[config.mk]
export PLATFORM = sky130hd
export DESIGN_NAME = robot_drive_mode_controller_unit_flat
export DESIGN_NICKNAME = d
export VERILOG_FILES = /design/src/sv/rdm_pkg.sv /design/src/sv/rdm_if.sv /design/src/sv/rdm_steer.sv /design/src/sv/robot_drive_mode_controller_unit.sv /design/src/flat_wrapper.sv
export SDC_FILE = /design/constraint.sdc
export NUM_CORES = 1
export LEC_CHECK = 0
export BUFFER_PORTS_ARGS = -buffer_cell sky130_fd_sc_hd__buf_2
export CORE_ASPECT_RATIO = 1.75
export CORE_MARGIN = 5
export CORE_UTILIZATION = 55
export CTS_BUF_LIST = sky130_fd_sc_hd__clkbuf_4
export DETAILED_ROUTE_END_ITERATION = 12
export GPL_TIMING_DRIVEN = 0
export PLACE_DENSITY = 0.73
export SYNTH_ARGS = -nofsm -noshare
export SYNTH_HDL_FRONTEND = slang
export SYNTH_SLANG_ARGS = --single-unit
[constraint.sdc]
create_clock -name clk_i -period 27.3 [get_ports clk_i]
set_input_delay 6.825 -clock clk_i [delete_from_list [all_inputs] [get_ports clk_i]]
set_output_delay 6.825 -clock clk_i [all_outputs]
set_load 0.02 [all_outputs]
[src/sv/rdm_pkg.sv]
// ----------------------------------------------------------------------------
// rdm_pkg: shared definitions of the drive mode controller
// Register indexes, reset values, command letters and result codes.
// ----------------------------------------------------------------------------
package rdm_pkg;

  localparam int unsigned LINE_SENSORS_DEF = 5;

  localparam int unsigned CFG_IDX_W  = 3;
  localparam int unsigned CFG_DATA_W = 16;

  // Configuration register indexes.
  localparam logic [CFG_IDX_W-1:0] CFG_BASE_SPEED    = 3'd0;
  localparam logic [CFG_IDX_W-1:0] CFG_STEER_GAIN    = 3'd1;
  localparam logic [CFG_IDX_W-1:0] CFG_MIN_SPEED     = 3'd2;
  localparam logic [CFG_IDX_W-1:0] CFG_MAX_SPEED     = 3'd3;
  localparam logic [CFG_IDX_W-1:0] CFG_LINE_STOP_CM  = 3'd4;
  localparam logic [CFG_IDX_W-1:0] CFG_AVOID_TRIG_CM = 3'd5;
  localparam logic [CFG_IDX_W-1:0] CFG_BACKUP_MS     = 3'd6;
  localparam logic [CFG_IDX_W-1:0] CFG_TURN_MS       = 3'd7;

  // Register reset values.
  localparam logic [7:0]  RST_BASE_SPEED    = 8'd140;
  localparam logic [15:0] RST_STEER_GAIN    = 16'd8960;
  localparam logic [7:0]  RST_MIN_SPEED     = 8'd90;
  localparam logic [7:0]  RST_MAX_SPEED     = 8'd255;
  localparam logic [9:0]  RST_LINE_STOP_CM  = 10'd25;
  localparam logic [9:0]  RST_AVOID_TRIG_CM = 10'd20;
  localparam logic [15:0] RST_BACKUP_MS     = 16'd400;
  localparam logic [15:0] RST_TURN_MS       = 16'd300;

  // Command letters, lower case.
  localparam logic [7:0] CMD_MANUAL = 8'h6D;  // m
  localparam logic [7:0] CMD_LINE   = 8'h76;  // v
  localparam logic [7:0] CMD_PROX   = 8'h70;  // p
  localparam logic [7:0] CMD_FWD    = 8'h66;  // f
  localparam logic [7:0] CMD_BACK   = 8'h62;  // b
  localparam logic [7:0] CMD_LEFT   = 8'h6C;  // l
  localparam logic [7:0] CMD_RIGHT  = 8'h72;  // r
  localparam logic [7:0] CMD_CLEAR  = 8'h78;  // x
  localparam logic [7:0] CHAR_UP_A  = 8'h41;
  localparam logic [7:0] CHAR_UP_Z  = 8'h5A;
  localparam logic [7:0] CASE_DELTA = 8'h20;

  localparam logic KIND_CMD = 1'b0;

  typedef enum logic [3:0] {
    ACT_NONE      = 4'd0,
    ACT_STOP      = 4'd1,
    ACT_FWD       = 4'd2,
    ACT_BACK      = 4'd3,
    ACT_SPIN_L    = 4'd4,
    ACT_SPIN_R    = 4'd5,
    ACT_FWD_L     = 4'd6,
    ACT_FWD_R     = 4'd7,
    ACT_BACK_L    = 4'd8,
    ACT_BACK_R    = 4'd9,
    ACT_FWD_PWM   = 4'd10
  } drive_act_e;

  typedef enum logic [1:0] {
    DRV_MANUAL = 2'd0,
    DRV_FOLLOW = 2'd1,
    DRV_AVOID  = 2'd2
  } drive_mode_e;

endpackage

[src/sv/rdm_if.sv]
// ----------------------------------------------------------------------------
// rdm_if: channel interfaces of the drive mode controller
// Input item, result item and configuration write channels.
// ----------------------------------------------------------------------------
interface rdm_in_if;
  logic        valid;
  logic        ready;
  logic        kind;
  logic [7:0]  command_code;
  logic [9:0]  obstacle_cm;
  logic [11:0] line_pos_q8;
  logic [31:0] now_ms;

  modport source (output valid, kind, command_code, obstacle_cm, line_pos_q8, now_ms,
                  input ready);
  modport sink   (input valid, kind, command_code, obstacle_cm, line_pos_q8, now_ms,
                  output ready);
endinterface

interface rdm_out_if;
  logic       valid;
  logic       ready;
  logic [3:0] drive_action;
  logic [7:0] left_speed;
  logic [7:0] right_speed;
  logic [1:0] current_mode;

  modport source (output valid, drive_action, left_speed, right_speed, current_mode,
                  input ready);
  modport sink   (input valid, drive_action, left_speed, right_speed, current_mode,
                  output ready);
endinterface

interface rdm_cfg_if;
  import rdm_pkg::*;
  logic                  valid;
  logic                  ready;
  logic [CFG_IDX_W-1:0]  index;
  logic [CFG_DATA_W-1:0] wdata;

  modport source (output valid, index, wdata, input ready);
  modport sink   (input valid, index, wdata, output ready);
endinterface

[src/sv/rdm_steer.sv]
// ----------------------------------------------------------------------------
// rdm_steer: proportional line steering
// Turns the line position into a turn term and clamps both wheel PWMs.
// ----------------------------------------------------------------------------
module rdm_steer #(
  parameter int unsigned LINE_SENSORS = rdm_pkg::LINE_SENSORS_DEF
) (
  input  logic [7:0]  base_speed_i,
  input  logic [15:0] steer_gain_q8_i,
  input  logic [7:0]  min_speed_i,
  input  logic [7:0]  max_speed_i,
  input  logic [11:0] line_pos_q8_i,
  output logic [7:0]  left_speed_o,
  output logic [7:0]  right_speed_o
);

  localparam logic [12:0] CENTER = 13'((LINE_SENSORS - 1) * 128);

  logic signed [12:0] err;
  logic signed [29:0] prod;
  logic        [29:0] mag;
  logic signed [14:0] turn;
  logic signed [14:0] base_s;
  logic signed [14:0] left_raw;
  logic signed [14:0] right_raw;

  function automatic logic [7:0] clamp_pwm(input logic signed [14:0] v,
                                           input logic [7:0] lo,
                                           input logic [7:0] hi);
    logic signed [14:0] lo_s;
    logic signed [14:0] hi_s;
    lo_s = $signed({7'd0, lo});
    hi_s = $signed({7'd0, hi});
    if (v < lo_s) return lo;
    if (v > hi_s) return hi;
    return v[7:0];
  endfunction

  always_comb begin
    err    = $signed({1'b0, line_pos_q8_i} - CENTER);
    prod   = 30'($signed({1'b0, steer_gain_q8_i})) * 30'(err);
    mag    = prod[29] ? 30'(-prod) : 30'(prod);
    // The turn truncates toward zero: shift the magnitude, then restore the sign.
    turn   = prod[29] ? -$signed({1'b0, mag[29:16]}) : $signed({1'b0, mag[29:16]});
    base_s = $signed({7'd0, base_speed_i});
    left_raw  = base_s - turn;
    right_raw = base_s + turn;
  end

  assign left_speed_o  = clamp_pwm(left_raw, min_speed_i, max_speed_i);
  assign right_speed_o = clamp_pwm(right_raw, min_speed_i, max_speed_i);

endmodule

[src/sv/robot_drive_mode_controller_unit.sv]
// ----------------------------------------------------------------------------
// robot_drive_mode_controller_unit: drive mode controller of a two-motor car
// Takes command bytes and control ticks and answers one drive action each.
// ----------------------------------------------------------------------------
// Usage:
//   in_i   carries one item per handshake: a command byte (kind 0) or a
//          control tick with distance, line position and time (kind 1).
//   out_o  returns exactly one result item per input item, in order: the
//          drive action, the wheel PWMs (zero unless the action is fwd PWM)
//          and the mode after the item.
//   cfg_i  writes one of eight registers by index; ready is always high.
//          Write only while no item is in flight.
// Timing: an item is captured in the input register, evaluated in one pass
//   of logic and lands in the result register, which offers it on out_o.
//   One item per cycle is sustained while out_o is taken; the single 16 x 13
//   multiply of the steering path sets the cycle.
// A stalled receiver holds the result register; the input register keeps
//   one more item and then in_i.ready drops until out_o is taken.
// Reset clears mode, direction flags, avoidance phase and deadline, and
//   loads the register defaults.
// ----------------------------------------------------------------------------
module robot_drive_mode_controller_unit #(
  parameter int unsigned LINE_SENSORS = rdm_pkg::LINE_SENSORS_DEF
) (
  input  logic      clk_i,
  input  logic      rst_ni,
  rdm_in_if.sink    in_i,
  rdm_out_if.source out_o,
  rdm_cfg_if.sink   cfg_i
);

  import rdm_pkg::*;

  typedef enum logic [1:0] {
    PH_CRUISE = 2'd0,
    PH_BACKUP = 2'd1,
    PH_TURN   = 2'd2
  } avoid_phase_e;

  // Configuration registers.
  logic [7:0]  base_speed_q, min_speed_q, max_speed_q;
  logic [15:0] steer_gain_q, backup_ms_q, turn_ms_q;
  logic [9:0]  line_stop_q, avoid_trig_q;

  // Input register.
  logic        s1_valid_q;
  logic        s1_kind_q;
  logic [7:0]  s1_code_q;
  logic [9:0]  s1_dist_q;
  logic [11:0] s1_pos_q;
  logic [31:0] s1_now_q;

  // Controller state.
  drive_mode_e  mode_q, mode_d;
  logic         fwd_q, fwd_d, bwd_q, bwd_d, left_q, left_d, right_q, right_d;
  avoid_phase_e phase_q, phase_d;
  logic [31:0]  deadline_q, deadline_d;

  // Result register.
  logic        out_valid_q;
  drive_act_e  act_q, act_d;
  logic [7:0]  ls_q, ls_d, rs_q, rs_d;
  drive_mode_e res_mode_q;

  logic        advance;
  logic        in_accept;
  logic [7:0]  code_lc;
  logic [7:0]  steer_ls, steer_rs;
  logic        near_line, near_avoid, reached;
  drive_act_e  manual_act;

  assign advance   = s1_valid_q && (!out_valid_q || out_o.ready);
  assign in_i.ready = !s1_valid_q || advance;
  assign in_accept = in_i.valid && in_i.ready;
  assign cfg_i.ready = 1'b1;

  rdm_steer #(
    .LINE_SENSORS(LINE_SENSORS)
  ) u_steer (
    .base_speed_i   (base_speed_q),
    .steer_gain_q8_i(steer_gain_q),
    .min_speed_i    (min_speed_q),
    .max_speed_i    (max_speed_q),
    .line_pos_q8_i  (s1_pos_q),
    .left_speed_o   (steer_ls),
    .right_speed_o  (steer_rs)
  );

  always_comb begin
    code_lc = (s1_code_q >= CHAR_UP_A && s1_code_q <= CHAR_UP_Z) ?
              s1_code_q + CASE_DELTA : s1_code_q;
    near_line  = (s1_dist_q != 10'd0) && (s1_dist_q < line_stop_q);
    near_avoid = (s1_dist_q != 10'd0) && (s1_dist_q < avoid_trig_q);
    reached    = s1_now_q >= deadline_q;

    if (fwd_q) begin
      manual_act = left_q ? ACT_FWD_L : (right_q ? ACT_FWD_R : ACT_FWD);
    end else if (bwd_q) begin
      manual_act = left_q ? ACT_BACK_L : (right_q ? ACT_BACK_R : ACT_BACK);
    end else begin
      manual_act = left_q ? ACT_SPIN_L : (right_q ? ACT_SPIN_R : ACT_STOP);
    end
  end

  always_comb begin
    act_d      = ACT_NONE;
    ls_d       = 8'd0;
    rs_d       = 8'd0;
    mode_d     = mode_q;
    fwd_d      = fwd_q;
    bwd_d      = bwd_q;
    left_d     = left_q;
    right_d    = right_q;
    phase_d    = phase_q;
    deadline_d = deadline_q;

    if (s1_kind_q == KIND_CMD) begin
      case (code_lc)
        CMD_MANUAL, CMD_LINE, CMD_PROX: begin
          mode_d  = (code_lc == CMD_MANUAL) ? DRV_MANUAL :
                    (code_lc == CMD_LINE) ? DRV_FOLLOW : DRV_AVOID;
          fwd_d   = 1'b0;
          bwd_d   = 1'b0;
          left_d  = 1'b0;
          right_d = 1'b0;
          phase_d = PH_CRUISE;
          act_d   = ACT_STOP;
        end
        CMD_FWD: begin
          fwd_d = !fwd_q;
          bwd_d = 1'b0;
        end
        CMD_BACK: begin
          bwd_d = !bwd_q;
          fwd_d = 1'b0;
        end
        CMD_LEFT: begin
          left_d  = !left_q;
          right_d = 1'b0;
        end
        CMD_RIGHT: begin
          right_d = !right_q;
          left_d  = 1'b0;
        end
        CMD_CLEAR: begin
          fwd_d   = 1'b0;
          bwd_d   = 1'b0;
          left_d  = 1'b0;
          right_d = 1'b0;
          act_d   = ACT_STOP;
        end
        default: act_d = ACT_NONE;
      endcase
    end else begin
      case (mode_q)
        DRV_MANUAL: act_d = manual_act;
        DRV_FOLLOW: begin
          if (near_line) begin
            act_d = ACT_STOP;
          end else begin
            act_d = ACT_FWD_PWM;
            ls_d  = steer_ls;
            rs_d  = steer_rs;
          end
        end
        DRV_AVOID: begin
          case (phase_q)
            PH_CRUISE: begin
              if (near_avoid) begin
                phase_d    = PH_BACKUP;
                deadline_d = s1_now_q + {16'd0, backup_ms_q};
                act_d      = ACT_BACK;
              end else begin
                act_d = ACT_FWD;
              end
            end
            PH_BACKUP: begin
              if (reached) begin
                phase_d    = PH_TURN;
                deadline_d = s1_now_q + {16'd0, turn_ms_q};
                act_d      = ACT_SPIN_L;
              end
            end
            PH_TURN: begin
              if (reached) phase_d = PH_CRUISE;
            end
            default: phase_d = PH_CRUISE;
          endcase
        end
        default: act_d = ACT_NONE;
      endcase
    end
  end

  always_ff @(posedge clk_i or negedge rst_ni) begin
    if (!rst_ni) begin
      base_speed_q <= RST_BASE_SPEED;
      steer_gain_q <= RST_STEER_GAIN;
      min_speed_q  <= RST_MIN_SPEED;
      max_speed_q  <= RST_MAX_SPEED;
      line_stop_q  <= RST_LINE_STOP_CM;
      avoid_trig_q <= RST_AVOID_TRIG_CM;
      backup_ms_q  <= RST_BACKUP_MS;
      turn_ms_q    <= RST_TURN_MS;
    end else if (cfg_i.valid) begin
      case (cfg_i.index)
        CFG_BASE_SPEED:    base_speed_q <= cfg_i.wdata[7:0];
        CFG_STEER_GAIN:    steer_gain_q <= cfg_i.wdata;
        CFG_MIN_SPEED:     min_speed_q  <= cfg_i.wdata[7:0];
        CFG_MAX_SPEED:     max_speed_q  <= cfg_i.wdata[7:0];
        CFG_LINE_STOP_CM:  line_stop_q  <= cfg_i.wdata[9:0];
        CFG_AVOID_TRIG_CM: avoid_trig_q <= cfg_i.wdata[9:0];
        CFG_BACKUP_MS:     backup_ms_q  <= cfg_i.wdata;
        CFG_TURN_MS:       turn_ms_q    <= cfg_i.wdata;
        default:           base_speed_q <= base_speed_q;
      endcase
    end
  end

  always_ff @(posedge clk_i or negedge rst_ni) begin
    if (!rst_ni) begin
      s1_valid_q <= 1'b0;
    end else if (in_i.ready) begin
      s1_valid_q <= in_i.valid;
    end
  end

  always_ff @(posedge clk_i) begin
    if (in_accept) begin
      s1_kind_q <= in_i.kind;
      s1_code_q <= in_i.command_code;
      s1_dist_q <= in_i.obstacle_cm;
      s1_pos_q  <= in_i.line_pos_q8;
      s1_now_q  <= in_i.now_ms;
    end
  end

  // State moves on only when the item in the input register is handed over.
  always_ff @(posedge clk_i or negedge rst_ni) begin
    if (!rst_ni) begin
      mode_q     <= DRV_MANUAL;
      fwd_q      <= 1'b0;
      bwd_q      <= 1'b0;
      left_q     <= 1'b0;
      right_q    <= 1'b0;
      phase_q    <= PH_CRUISE;
      deadline_q <= 32'd0;
    end else if (advance) begin
      mode_q     <= mode_d;
      fwd_q      <= fwd_d;
      bwd_q      <= bwd_d;
      left_q     <= left_d;
      right_q    <= right_d;
      phase_q    <= phase_d;
      deadline_q <= deadline_d;
    end
  end

  always_ff @(posedge clk_i or negedge rst_ni) begin
    if (!rst_ni) begin
      out_valid_q <= 1'b0;
    end else if (advance) begin
      out_valid_q <= 1'b1;
    end else if (out_o.ready) begin
      out_valid_q <= 1'b0;
    end
  end

  always_ff @(posedge clk_i) begin
    if (advance) begin
      act_q      <= act_d;
      ls_q       <= ls_d;
      rs_q       <= rs_d;
      res_mode_q <= mode_d;
    end
  end

  assign out_o.valid        = out_valid_q;
  assign out_o.drive_action = act_q;
  assign out_o.left_speed   = ls_q;
  assign out_o.right_speed  = rs_q;
  assign out_o.current_mode = res_mode_q;

  // Avoidance phases only run in proximity mode.
  a_phase_mode: assert property (@(posedge clk_i) disable iff (!rst_ni)
    (phase_q != PH_CRUISE) |-> (mode_q == DRV_AVOID))
    else $error("avoidance phase active outside proximity mode");

  // Opposing direction flags are exclusive.
  a_flags_excl: assert property (@(posedge clk_i) disable iff (!rst_ni)
    !(fwd_q && bwd_q) && !(left_q && right_q))
    else $error("opposing direction flags both set");

  // A PWM result only comes from line follow mode.
  a_pwm_mode: assert property (@(posedge clk_i) disable iff (!rst_ni)
    (out_valid_q && act_q == ACT_FWD_PWM) |-> (res_mode_q == DRV_FOLLOW))
    else $error("PWM action outside line follow mode");

  // Wheel speeds are zero unless the action is fwd PWM.
  a_speed_zero: assert property (@(posedge clk_i) disable iff (!rst_ni)
    (out_valid_q && act_q != ACT_FWD_PWM) |-> (ls_q == 8'd0 && rs_q == 8'd0))
    else $error("wheel speeds set on a non-PWM action");

  // An item held in the input register is not dropped while the output stalls.
  a_s1_hold: assert property (@(posedge clk_i) disable iff (!rst_ni)
    (s1_valid_q && !advance) |=> s1_valid_q)
    else $error("pending item lost from the input register");

endmodule

[src/flat_wrapper.sv]
// flat-port wrapper written by rule: the top's interface ports become plain ports
module robot_drive_mode_controller_unit_flat import rdm_pkg::*;
#(
  parameter int unsigned LINE_SENSORS = rdm_pkg::LINE_SENSORS_DEF
)
  (clk_i, rst_ni, in_i_valid, in_i_kind, in_i_command_code, in_i_obstacle_cm, in_i_line_pos_q8, in_i_now_ms, in_i_ready, out_o_valid, out_o_drive_action, out_o_left_speed, out_o_right_speed, out_o_current_mode, out_o_ready, cfg_i_valid, cfg_i_index, cfg_i_wdata, cfg_i_ready);
  rdm_in_if in_i_i ();
  rdm_out_if out_o_i ();
  rdm_cfg_if cfg_i_i ();
  input  logic clk_i;
  input  logic rst_ni;
  input wire logic [$bits(in_i_i.valid)-1:0] in_i_valid;
  input wire logic [$bits(in_i_i.kind)-1:0] in_i_kind;
  input wire logic [$bits(in_i_i.command_code)-1:0] in_i_command_code;
  input wire logic [$bits(in_i_i.obstacle_cm)-1:0] in_i_obstacle_cm;
  input wire logic [$bits(in_i_i.line_pos_q8)-1:0] in_i_line_pos_q8;
  input wire logic [$bits(in_i_i.now_ms)-1:0] in_i_now_ms;
  output wire logic [$bits(in_i_i.ready)-1:0] in_i_ready;
  output wire logic [$bits(out_o_i.valid)-1:0] out_o_valid;
  output wire logic [$bits(out_o_i.drive_action)-1:0] out_o_drive_action;
  output wire logic [$bits(out_o_i.left_speed)-1:0] out_o_left_speed;
  output wire logic [$bits(out_o_i.right_speed)-1:0] out_o_right_speed;
  output wire logic [$bits(out_o_i.current_mode)-1:0] out_o_current_mode;
  input wire logic [$bits(out_o_i.ready)-1:0] out_o_ready;
  input wire logic [$bits(cfg_i_i.valid)-1:0] cfg_i_valid;
  input wire logic [$bits(cfg_i_i.index)-1:0] cfg_i_index;
  input wire logic [$bits(cfg_i_i.wdata)-1:0] cfg_i_wdata;
  output wire logic [$bits(cfg_i_i.ready)-1:0] cfg_i_ready;
  assign in_i_i.valid = in_i_valid;
  assign in_i_i.kind = in_i_kind;
  assign in_i_i.command_code = in_i_command_code;
  assign in_i_i.obstacle_cm = in_i_obstacle_cm;
  assign in_i_i.line_pos_q8 = in_i_line_pos_q8;
  assign in_i_i.now_ms = in_i_now_ms;
  assign in_i_ready = in_i_i.ready;
  assign out_o_valid = out_o_i.valid;
  assign out_o_drive_action = out_o_i.drive_action;
  assign out_o_left_speed = out_o_i.left_speed;
  assign out_o_right_speed = out_o_i.right_speed;
  assign out_o_current_mode = out_o_i.current_mode;
  assign out_o_i.ready = out_o_ready;
  assign cfg_i_i.valid = cfg_i_valid;
  assign cfg_i_i.index = cfg_i_index;
  assign cfg_i_i.wdata = cfg_i_wdata;
  assign cfg_i_ready = cfg_i_i.ready;
  robot_drive_mode_controller_unit #(.LINE_SENSORS(LINE_SENSORS)) u_core (.clk_i(clk_i), .rst_ni(rst_ni), .in_i(in_i_i), .out_o(out_o_i), .cfg_i(cfg_i_i));
endmodule
==> results of run 1 <==
==> placed cells by master (no fill, tap or decap), drive strengths merged, types with 80 or more instances in the layout <==
master and count:
ha 221, buf 123, o21ai 80, inv 290, a21oi 82, fa 157
clkbuf 146, mux2 112, nand2 174, edfxtp 85, dfrtp 104
==> cell families after synthesis <==
family | count (synthesis) | share of synthesized area, %
buffers and inverters | 374 | 7.09
muxes | 145 | 7.47
AOI/OAI and AO/OA | 362 | 11.9
and+or+nand+nor | 613 | 15.6
DFF | 219 | 27.8
other | 1 | 0.0176
adders and majority gates | 378 | 27.7
xor gates and xnor gates | 61 | 2.50
==> flip-flops by register name, summed over array words and instances, names as in the netlist, 10 cells and up <==
register	cells
u_core.backup_ms_q	16
u_core.line_stop_q	10
u_core.s1_dist_q	10
u_core.turn_ms_q	16
u_core.avoid_trig_q	10
u_core.deadline_q	32
u_core.s1_now_q	32
u_core.s1_pos_q	12
u_core.steer_gain_q	16
==> worst max-delay path: stages <==
cell and delay, ps:
buf_2 100, nand3b_1 180, buf_2 180
==> per-stage QoR <==
stage / area [µm²] / hold WS, ps / std cells / utilization, %
global placement: 22500 / 475 / 2745 / 58.6
global route: 23300 / 526 / 2845 / 60.6
floorplan: 21400 / 451 / 2153 / -
CTS: 23300 / 507 / 2844 / 60.6
finish: 23300 / 502 / 2846 / 60.6
detailed placement: 22500 / 492 / 2746 / 58.7
==> per-layer routing <==
layer	up-vias	global-route usage [%]
li1	7771	-
met3	218	3.15
met1	8164	25.1
met4	0	17.0
met2	488	49.2
met5	-	0
==> cell type report <==
type | instances | share of cell area (%)
diodes | 2 | 0.0215
plain buffers | 86 | 1.86
clock buffers | 75 | 2.42
clock inverters | 23 | 0.656
inverters | 288 | 4.65
multi-input cells | 1560 | 59.8
flip-flops and latches | 219 | 25.6
well taps | 485 | 2.61
repair buffers | 108 | 2.45
==> final timing paths <==
kind	startpoint	to	slack (ps)
worst max-delay path	out_o_ready	in_i_ready	13190
worst max register to register	u_core.s1_pos_q[9]	u_core.out_o.right_speed[2]	13970
worst min-delay path	u_core.fwd_q	u_core.fwd_q	500
worst min register to register	u_core.fwd_q	u_core.fwd_q	500
max in group asynchronous	rst_ni	u_core.line_stop_q[0]	20400
min in group asynchronous	rst_ni	u_core.deadline_q[30]	6010
==> reports/metrics.yaml, run 1 <==
placed_design:
  hpwl_um: 44500
  io_buffers: 107
  gp_congestion: 1.01
  post-place-ws_ps: 13190
timing:
  skew_ps: 58.7
  hold_viol: 0
  period_share_pct: 51.7
  fmax_ghz: 0.0709
  tightest_slew_ps: 1250
  tns_ps: 0
  final-setup-viol-count: 0
  slew_headroom_pct: 16.0
  drv_slew: 0
  rsz0062_at_grt: "false"
  fin_ws_ps: 13190
  fin_crit_ps: 14110
yosys:
  synth_top_cell_area_share_pct: 14.7
  ys_seq_elements: 219
  synth.avg_cell_area_um2: 9.92
  netlist_top_cells_area: "fa_1 (15%), ha_1 (13%), dfrtp_1 (12%)"
  synthFlopType: "dfrtp_1"
  syn_nets: 2618
  synth_cell_types: 105
  yosysMostFrequentCell: "inv_1"
  ys.warnings.count: 0
  syn-cell-area_um2: 21400
  synth-async-reset-ratio_pct: 61.2
  synth_common_cells: "inv_1 (288), ha_1 (221), nand2_1 (172)"
  synthCells: 2153
  ys_seq_area_share_pct: 27.8
  yosysTopAreaCell: "fa_1"
  synth_edf_count: 85
finish:
  ff_latch_area_um2: 5940
  area_growth_pct: 8.89
  nets: 2780
  drive_above_1_share_pct: 17.5
  multi_input_area_um2: 13900
  fillers: 3312
clock_network:
  h-tree-depth: 2
  cts_hold_buf: 0
  clock_latency_ps: 730
  cts_resized: 0
  cts_tree: "yes"
  post_cts_buffers: 0
  clk_pin_slew_worst_paths_ps: 70
  cts_max_path_buffers: 3
  cts-root-buf: "clkbuf_4"
  cts_sinks: 219
  cts_buffers: 52
detailed_routing:
  wl_per_cell_um: 19.4
  drtPass1Iterations: 5
  via_per_inst: 5.85
  highest-signal-layer: "met4"
  wl_met3_um: 2130
  drt_iter0_drc: 853
  antenna_left: 0
  met1_length_um: 18300
  wl_um: 55200
  met2_length_um: 30400
  drc: 0
  vias: 16600
floorplan:
  initial_core_util_pct: 55.6
  io_pins: 112
  die_height_um: 271
  die_area_um2: 43000
  die_x_um: 159
  num_rows: 95
  coreArea_um2: 38400
hold_path:
  hold_depth: 1
  hold_class: "reg -> reg"
global_route:
  grt_pass1_vias: 18000
  gr-total-overflow: 0
  grt_usage_pct: 25.5
  grt_pass1_wl_um: 90100
  grt_start_max_net_pins: 91
  antenna_found_initial: 2
worst_setup_path:
  worstPathMaxFanout: 3
  path_class: "in -> out"
  startpoint_type: "input pin"
  worstPathRequired_ps: 20480
  rr_worst_depth: 43
  cp.arrival_ps: 7290
  worst_setup_path_end_kind: "output port"
status:
  status: "complete, no violations"
run:
  drv_cap: 0
Power of run 1 is left out: the tool's default activity adds up to more than one toggle a clock period on the data nets, which glitch-free logic cannot reach.
==> run 2, diff against run 1 <==
--- a/config.mk
+++ b/config.mk
@@ -12,7 +12,7 @@
 export CTS_BUF_LIST = sky130_fd_sc_hd__clkbuf_4
 export DETAILED_ROUTE_END_ITERATION = 12
 export GPL_TIMING_DRIVEN = 0
-export PLACE_DENSITY = 0.73
+export PLACE_DENSITY = 0.76
 export SYNTH_ARGS = -nofsm -noshare
 export SYNTH_HDL_FRONTEND = slang
 export SYNTH_SLANG_ARGS = --single-unit
==> constraint.sdc (replaced) <==
create_clock -name clk_i -period 12.6 [get_ports clk_i]
set_input_delay 3.15 -clock clk_i [delete_from_list [all_inputs] [get_ports clk_i]]
set_output_delay 3.15 -clock clk_i [all_outputs]
set_load 0.02 [all_outputs]
==> reports/metrics.yaml, run 2 (synthesis gave the netlist of run 1 again) <==
placed_design:
  io_buffers: 107
  gp_congestion: 0.954
  dp_cells: 2746
  hpwl_um: 44500
finish:
  final_cell_mix: "inv_1 (288), ha_1 (221), nand2_1 (171)"
  reg_top3: "u_core.deadline_q (32), u_core.s1_now_q (32)"
  final_common_cell: "inv_1"
  nets: 2780
  fillers: 3215
  drive_above_1_share_pct: 17.8
  area_growth_pct: 8.89
  final_util_pct: 60.6
  final-instance-count-excl-fill: 2843
timing:
  drv_slew: 0
  rsz0062_at_grt: "false"
  tns_ps: 0
  skew_ps: 68.5
  final-setup-viol-count: 0
  slew_headroom_pct: 19.7
  fmax_ghz: 0.0834
  hold_viol: 0
  period_share_pct: 95.2
  tightest_slew_ps: 1190
  fin_crit_ps: 11990
clock_network:
  cts_buffers: 51
  cts_tree: "yes"
  cts-root-buf: "clkbuf_4"
  cts_max_path_buffers: 3
  clk_pin_slew_worst_paths_ps: 90
  clock_latency_ps: 740
  cts_sinks: 219
  cts_hold_buf: 0
  h-tree-depth: 2
detailed_routing:
  drt_iter0_drc: 725
  drc: 0
  vias: 16800
  drtPass1Iterations: 5
  wl_per_cell_um: 19.2
  antenna_left: 0
  via_per_inst: 5.89
  wl_um: 54600
floorplan:
  die_area_um2: 43000
  initial_core_util_pct: 55.6
  coreArea_um2: 38400
  io_pins: 112
  die_height_um: 271
  die_x_um: 159
  num_rows: 95
global_route:
  grt_start_max_net_pins: 72
  antenna_found_initial: 3
  grt_pass1_vias: 18100
  grt_pass1_wl_um: 88800
  gr-total-overflow: 0
  grt_usage_pct: 25.2
worst_setup_path:
  worstPathMaxFanout: 10
  critPathMaxStageDelay_ps: 570
  worst_setup_path_end_kind: "flop"
  cp.arrival_ps: 12440
  worstPathRequired_ps: 13050
  startpoint_type: "flop"
  crit_slowest_cell: "fa_1"
  path_class: "reg -> reg"
status:
  status: "complete, no violations"
run:
  drv_cap: 0
hold_path:
  hold_class: "reg -> reg"
## run 2: cell types whose count changed in the layout (fill, tap and decap cells not counted), moves of 2 or more
cell      before  now
buf_4          2    4
clkbuf_1      65   63
clkinv_1      16   14
inv_6          2    0
## run 2: layout make-up
class | instances | area, µm² | share of cell area (%)
diodes | 2 | 5.00 | 0.0215
plain buffers | 85 | 430 | 1.85
clock buffers | 75 | 563 | 2.42
clock inverters | 19 | 109 | 0.468
inverters | 288 | 1080 | 4.65
multi-input cells | 1560 | 13900 | 59.9
flip-flops and latches | 219 | 5940 | 25.6
well taps | 485 | 607 | 2.61
repair buffers | 110 | 584 | 2.51
## run 2: timing repair
item / CTS / global route
resized for setup: 1 / 7
endpoints found under the hold margin: 0 / 0
setup endpoints to repair: 16 / 16
pin swaps: 0 / 1
buffers inserted: 1 / 1
## run 2: final timing paths
check	slack, ps	endpoint	cells after the start	from
max reg2reg	610	u_core.out_o.right_speed[3]	42	u_core.s1_pos_q[9]
min	490	u_core.fwd_q	1	u_core.fwd_q
max in group asynchronous	9350	u_core.avoid_trig_q[2]	2	rst_ni
max	610	u_core.out_o.right_speed[3]	42	u_core.s1_pos_q[9]
min in group asynchronous	2400	u_core.deadline_q[26]	1	rst_ni
min reg2reg	490	u_core.fwd_q	1	u_core.fwd_q
## run 2: worst max-delay path, delay by kind of cell, from the launching register on
kind | cells | cell delay, ps
adders and majority gates | 11 | 4630
AOI/OAI and AO/OA | 15 | 2780
xor gates and xnor gates | 5 | 1570
and+or+nand+nor | 5 | 1130
buffers and inverters | 5 | 860
DFF | 1 | 460
muxes | 1 | 290
## run 2: metrics by stage
step	hold slack [ps]	setup slack [ps]	cell area (µm²)
finish	492	611	23300
global route	508	14.8	23300
CTS	494	129	23200
detailed placement	485	-436	22500
global placement	474	-410	22500
floorplan	451	1720	21400
## run 2: metal layers
metal	wire length, µm	up-vias	track usage (%)
met5	7	-	0
li1	-	7766	-
met3	2050	216	3.00
met1	18200	8294	24.3
met2	30500	472	49.5
met4	3780	2	15.8
Power of run 2 is left out for the same reason.
==> run 3, diff against run 2 <==
--- a/config.mk
+++ b/config.mk
@@ -12,7 +12,7 @@
 export CTS_BUF_LIST = sky130_fd_sc_hd__clkbuf_4
 export DETAILED_ROUTE_END_ITERATION = 12
 export GPL_TIMING_DRIVEN = 0
-export PLACE_DENSITY = 0.76
+export PLACE_DENSITY = 0.73
 export SYNTH_ARGS = -nofsm -noshare
 export SYNTH_HDL_FRONTEND = slang
 export SYNTH_SLANG_ARGS = --single-unit
==> constraint.sdc (replaced) <==
create_clock -name clk_i -period 11.9 [get_ports clk_i]
set_input_delay 2.975 -clock clk_i [delete_from_list [all_inputs] [get_ports clk_i]]
set_output_delay 2.975 -clock clk_i [all_outputs]
set_load 0.02 [all_outputs]
==> reports/metrics.yaml, run 3 (synthesis gave the netlist of run 1 again) <==
clock_network:
  clock_latency_ps: 730
  cts_hold_buf: 0
  cts_buffers: 52
  cts-root-buf: "clkbuf_4"
  cts_max_path_buffers: 3
  cts_tree: "yes"
  h-tree-depth: 2
  cts_sinks: 219
  clk_pin_slew_worst_paths_ps: 70
detailed_routing:
  via_per_inst: 5.81
  wl_um: 55500
  drt_iter0_drc: 848
  vias: 16600
  drc: 0
  drtPass1Iterations: 5
  wl_per_cell_um: 19.4
  antenna_left: 0
placed_design:
  io_buffers: 107
  place_area_um2: 22500
  gp_congestion: 1.01
  hpwl_um: 44500
timing:
  fin_crit_ps: 11490
  fmax_ghz: 0.0870
  tightest_slew_ps: 1260
  skew_ps: 73.9
  final-setup-viol-count: 0
  hold_viol: 0
  period_share_pct: 96.6
  slew_headroom_pct: 15.1
  drv_slew: 0
worst_setup_path:
  worstPathMaxFanout: 10
  cp.arrival_ps: 11900
  worst_setup_path_end_kind: "flop"
  critPathMaxStageDelay_ps: 650
  crit_slowest_cell: "fa_1"
  worstPathRequired_ps: 12310
  startpoint_type: "flop"
  cp_common_cell: "fa_1"
  path_class: "reg -> reg"
floorplan:
  die_height_um: 271
  die_area_um2: 43000
  initial_core_util_pct: 55.6
  io_pins: 112
  die_x_um: 159
  num_rows: 95
  coreArea_um2: 38400
finish:
  final_common_cell: "inv_1"
  reg_top3: "u_core.deadline_q (32), u_core.s1_now_q (32)"
  area_growth_pct: 10.6
  final_cell_mix: "inv_1 (287), ha_1 (218), nand2_1 (171)"
  nets: 2793
  multi_input_area_um2: 14100
  fillers: 3270
  fin_area_um2: 23600
  ff_latch_area_um2: 5940
  drive_above_1_share_pct: 19.6
global_route:
  grt_start_max_net_pins: 91
  gr-total-overflow: 0
  grt_pass1_wl_um: 90400
  antenna_found_initial: 2
  grt_usage_pct: 25.7
  grt_pass1_vias: 18200
hold_path:
  hold_class: "reg -> reg"
status:
  status: "complete, no violations"
run:
  drv_cap: 0
[run 3: changes by cell type in the layout (fill, tap and decap cells not counted), moves of 3 or more]
cell	previous run	this run
clkbuf_1	63	59
a21oi_1	78	75
xor2_1	23	20
a21oi_2	1	4
xnor2_1	36	29
xnor2_2	1	7
ha_1	221	218
buf_4	4	18
[run 3: repair_timing]
action                     4_1_cts  5_1_grt
buffers inserted                 2       14
setup endpoints to repair       16       16
cloned                           0        0
resized for setup               20       31
pin swaps                        1        9
[run 3: worst max-delay path: cells and delay by family (launching register included)]
| family | cells | cell delay, ps |
|---|---|---|
| fa+ha+maj | 11 | 4570 |
| simple gates | 11 | 2180 |
| compound gates | 10 | 1840 |
| buf+inv | 7 | 1170 |
| mux | 2 | 580 |
| flops | 1 | 430 |
| xor+xnor | 2 | 420 |
[run 3: cell type report]
| cell class | count | share of cell area [%] |
|---|---|---|
| Multi-Input combinational cell | 1560 | 59.9 |
| Sequential cell | 219 | 25.2 |
| Inverter | 288 | 4.58 |
| Timing Repair Buffer | 124 | 2.92 |
| Tap cell | 485 | 2.57 |
| Clock buffer | 75 | 2.38 |
| Buffer | 83 | 1.85 |
| Clock inverter | 23 | 0.646 |
| Antenna cell | 2 | 0.0212 |
[run 3: stage by stage]
stage               worst slack [ps]  std cells  TNS (ps)  util, %  hold WS, ps
floorplan                       1020       2153         0        -          451
global placement               -1240       2745    -17130     58.6          475
detailed placement             -1220       2746    -16950     58.7          492
CTS                             1.93       2845         0     60.9          507
global route                   -16.5       2858     -16.5     61.5          526
finish                           406       2859         0     61.5          501
[run 3: per-layer routing]
metal	wire (µm)	GRT usage [%]
met5	0	0
met1	18500	25.0
met4	4350	17.9
met2	30600	49.0
met3	2120	3.35
[run 3: final timing paths]
kind | start | end | slack (ps) | cells after the start
worst max-delay path | u_core.s1_pos_q[9] | u_core.out_o.right_speed[2] | 410 | 43
worst min-delay path | u_core.fwd_q | u_core.fwd_q | 500 | 1
worst max register to register | u_core.s1_pos_q[9] | u_core.out_o.right_speed[2] | 410 | 43
worst min register to register | u_core.fwd_q | u_core.fwd_q | 500 | 1
max in group asynchronous | rst_ni | u_core.max_speed_q[2] | 8830 | 2
min in group asynchronous | rst_ni | u_core.deadline_q[30] | 2160 | 1
Power of run 3 is left out for the same reason.
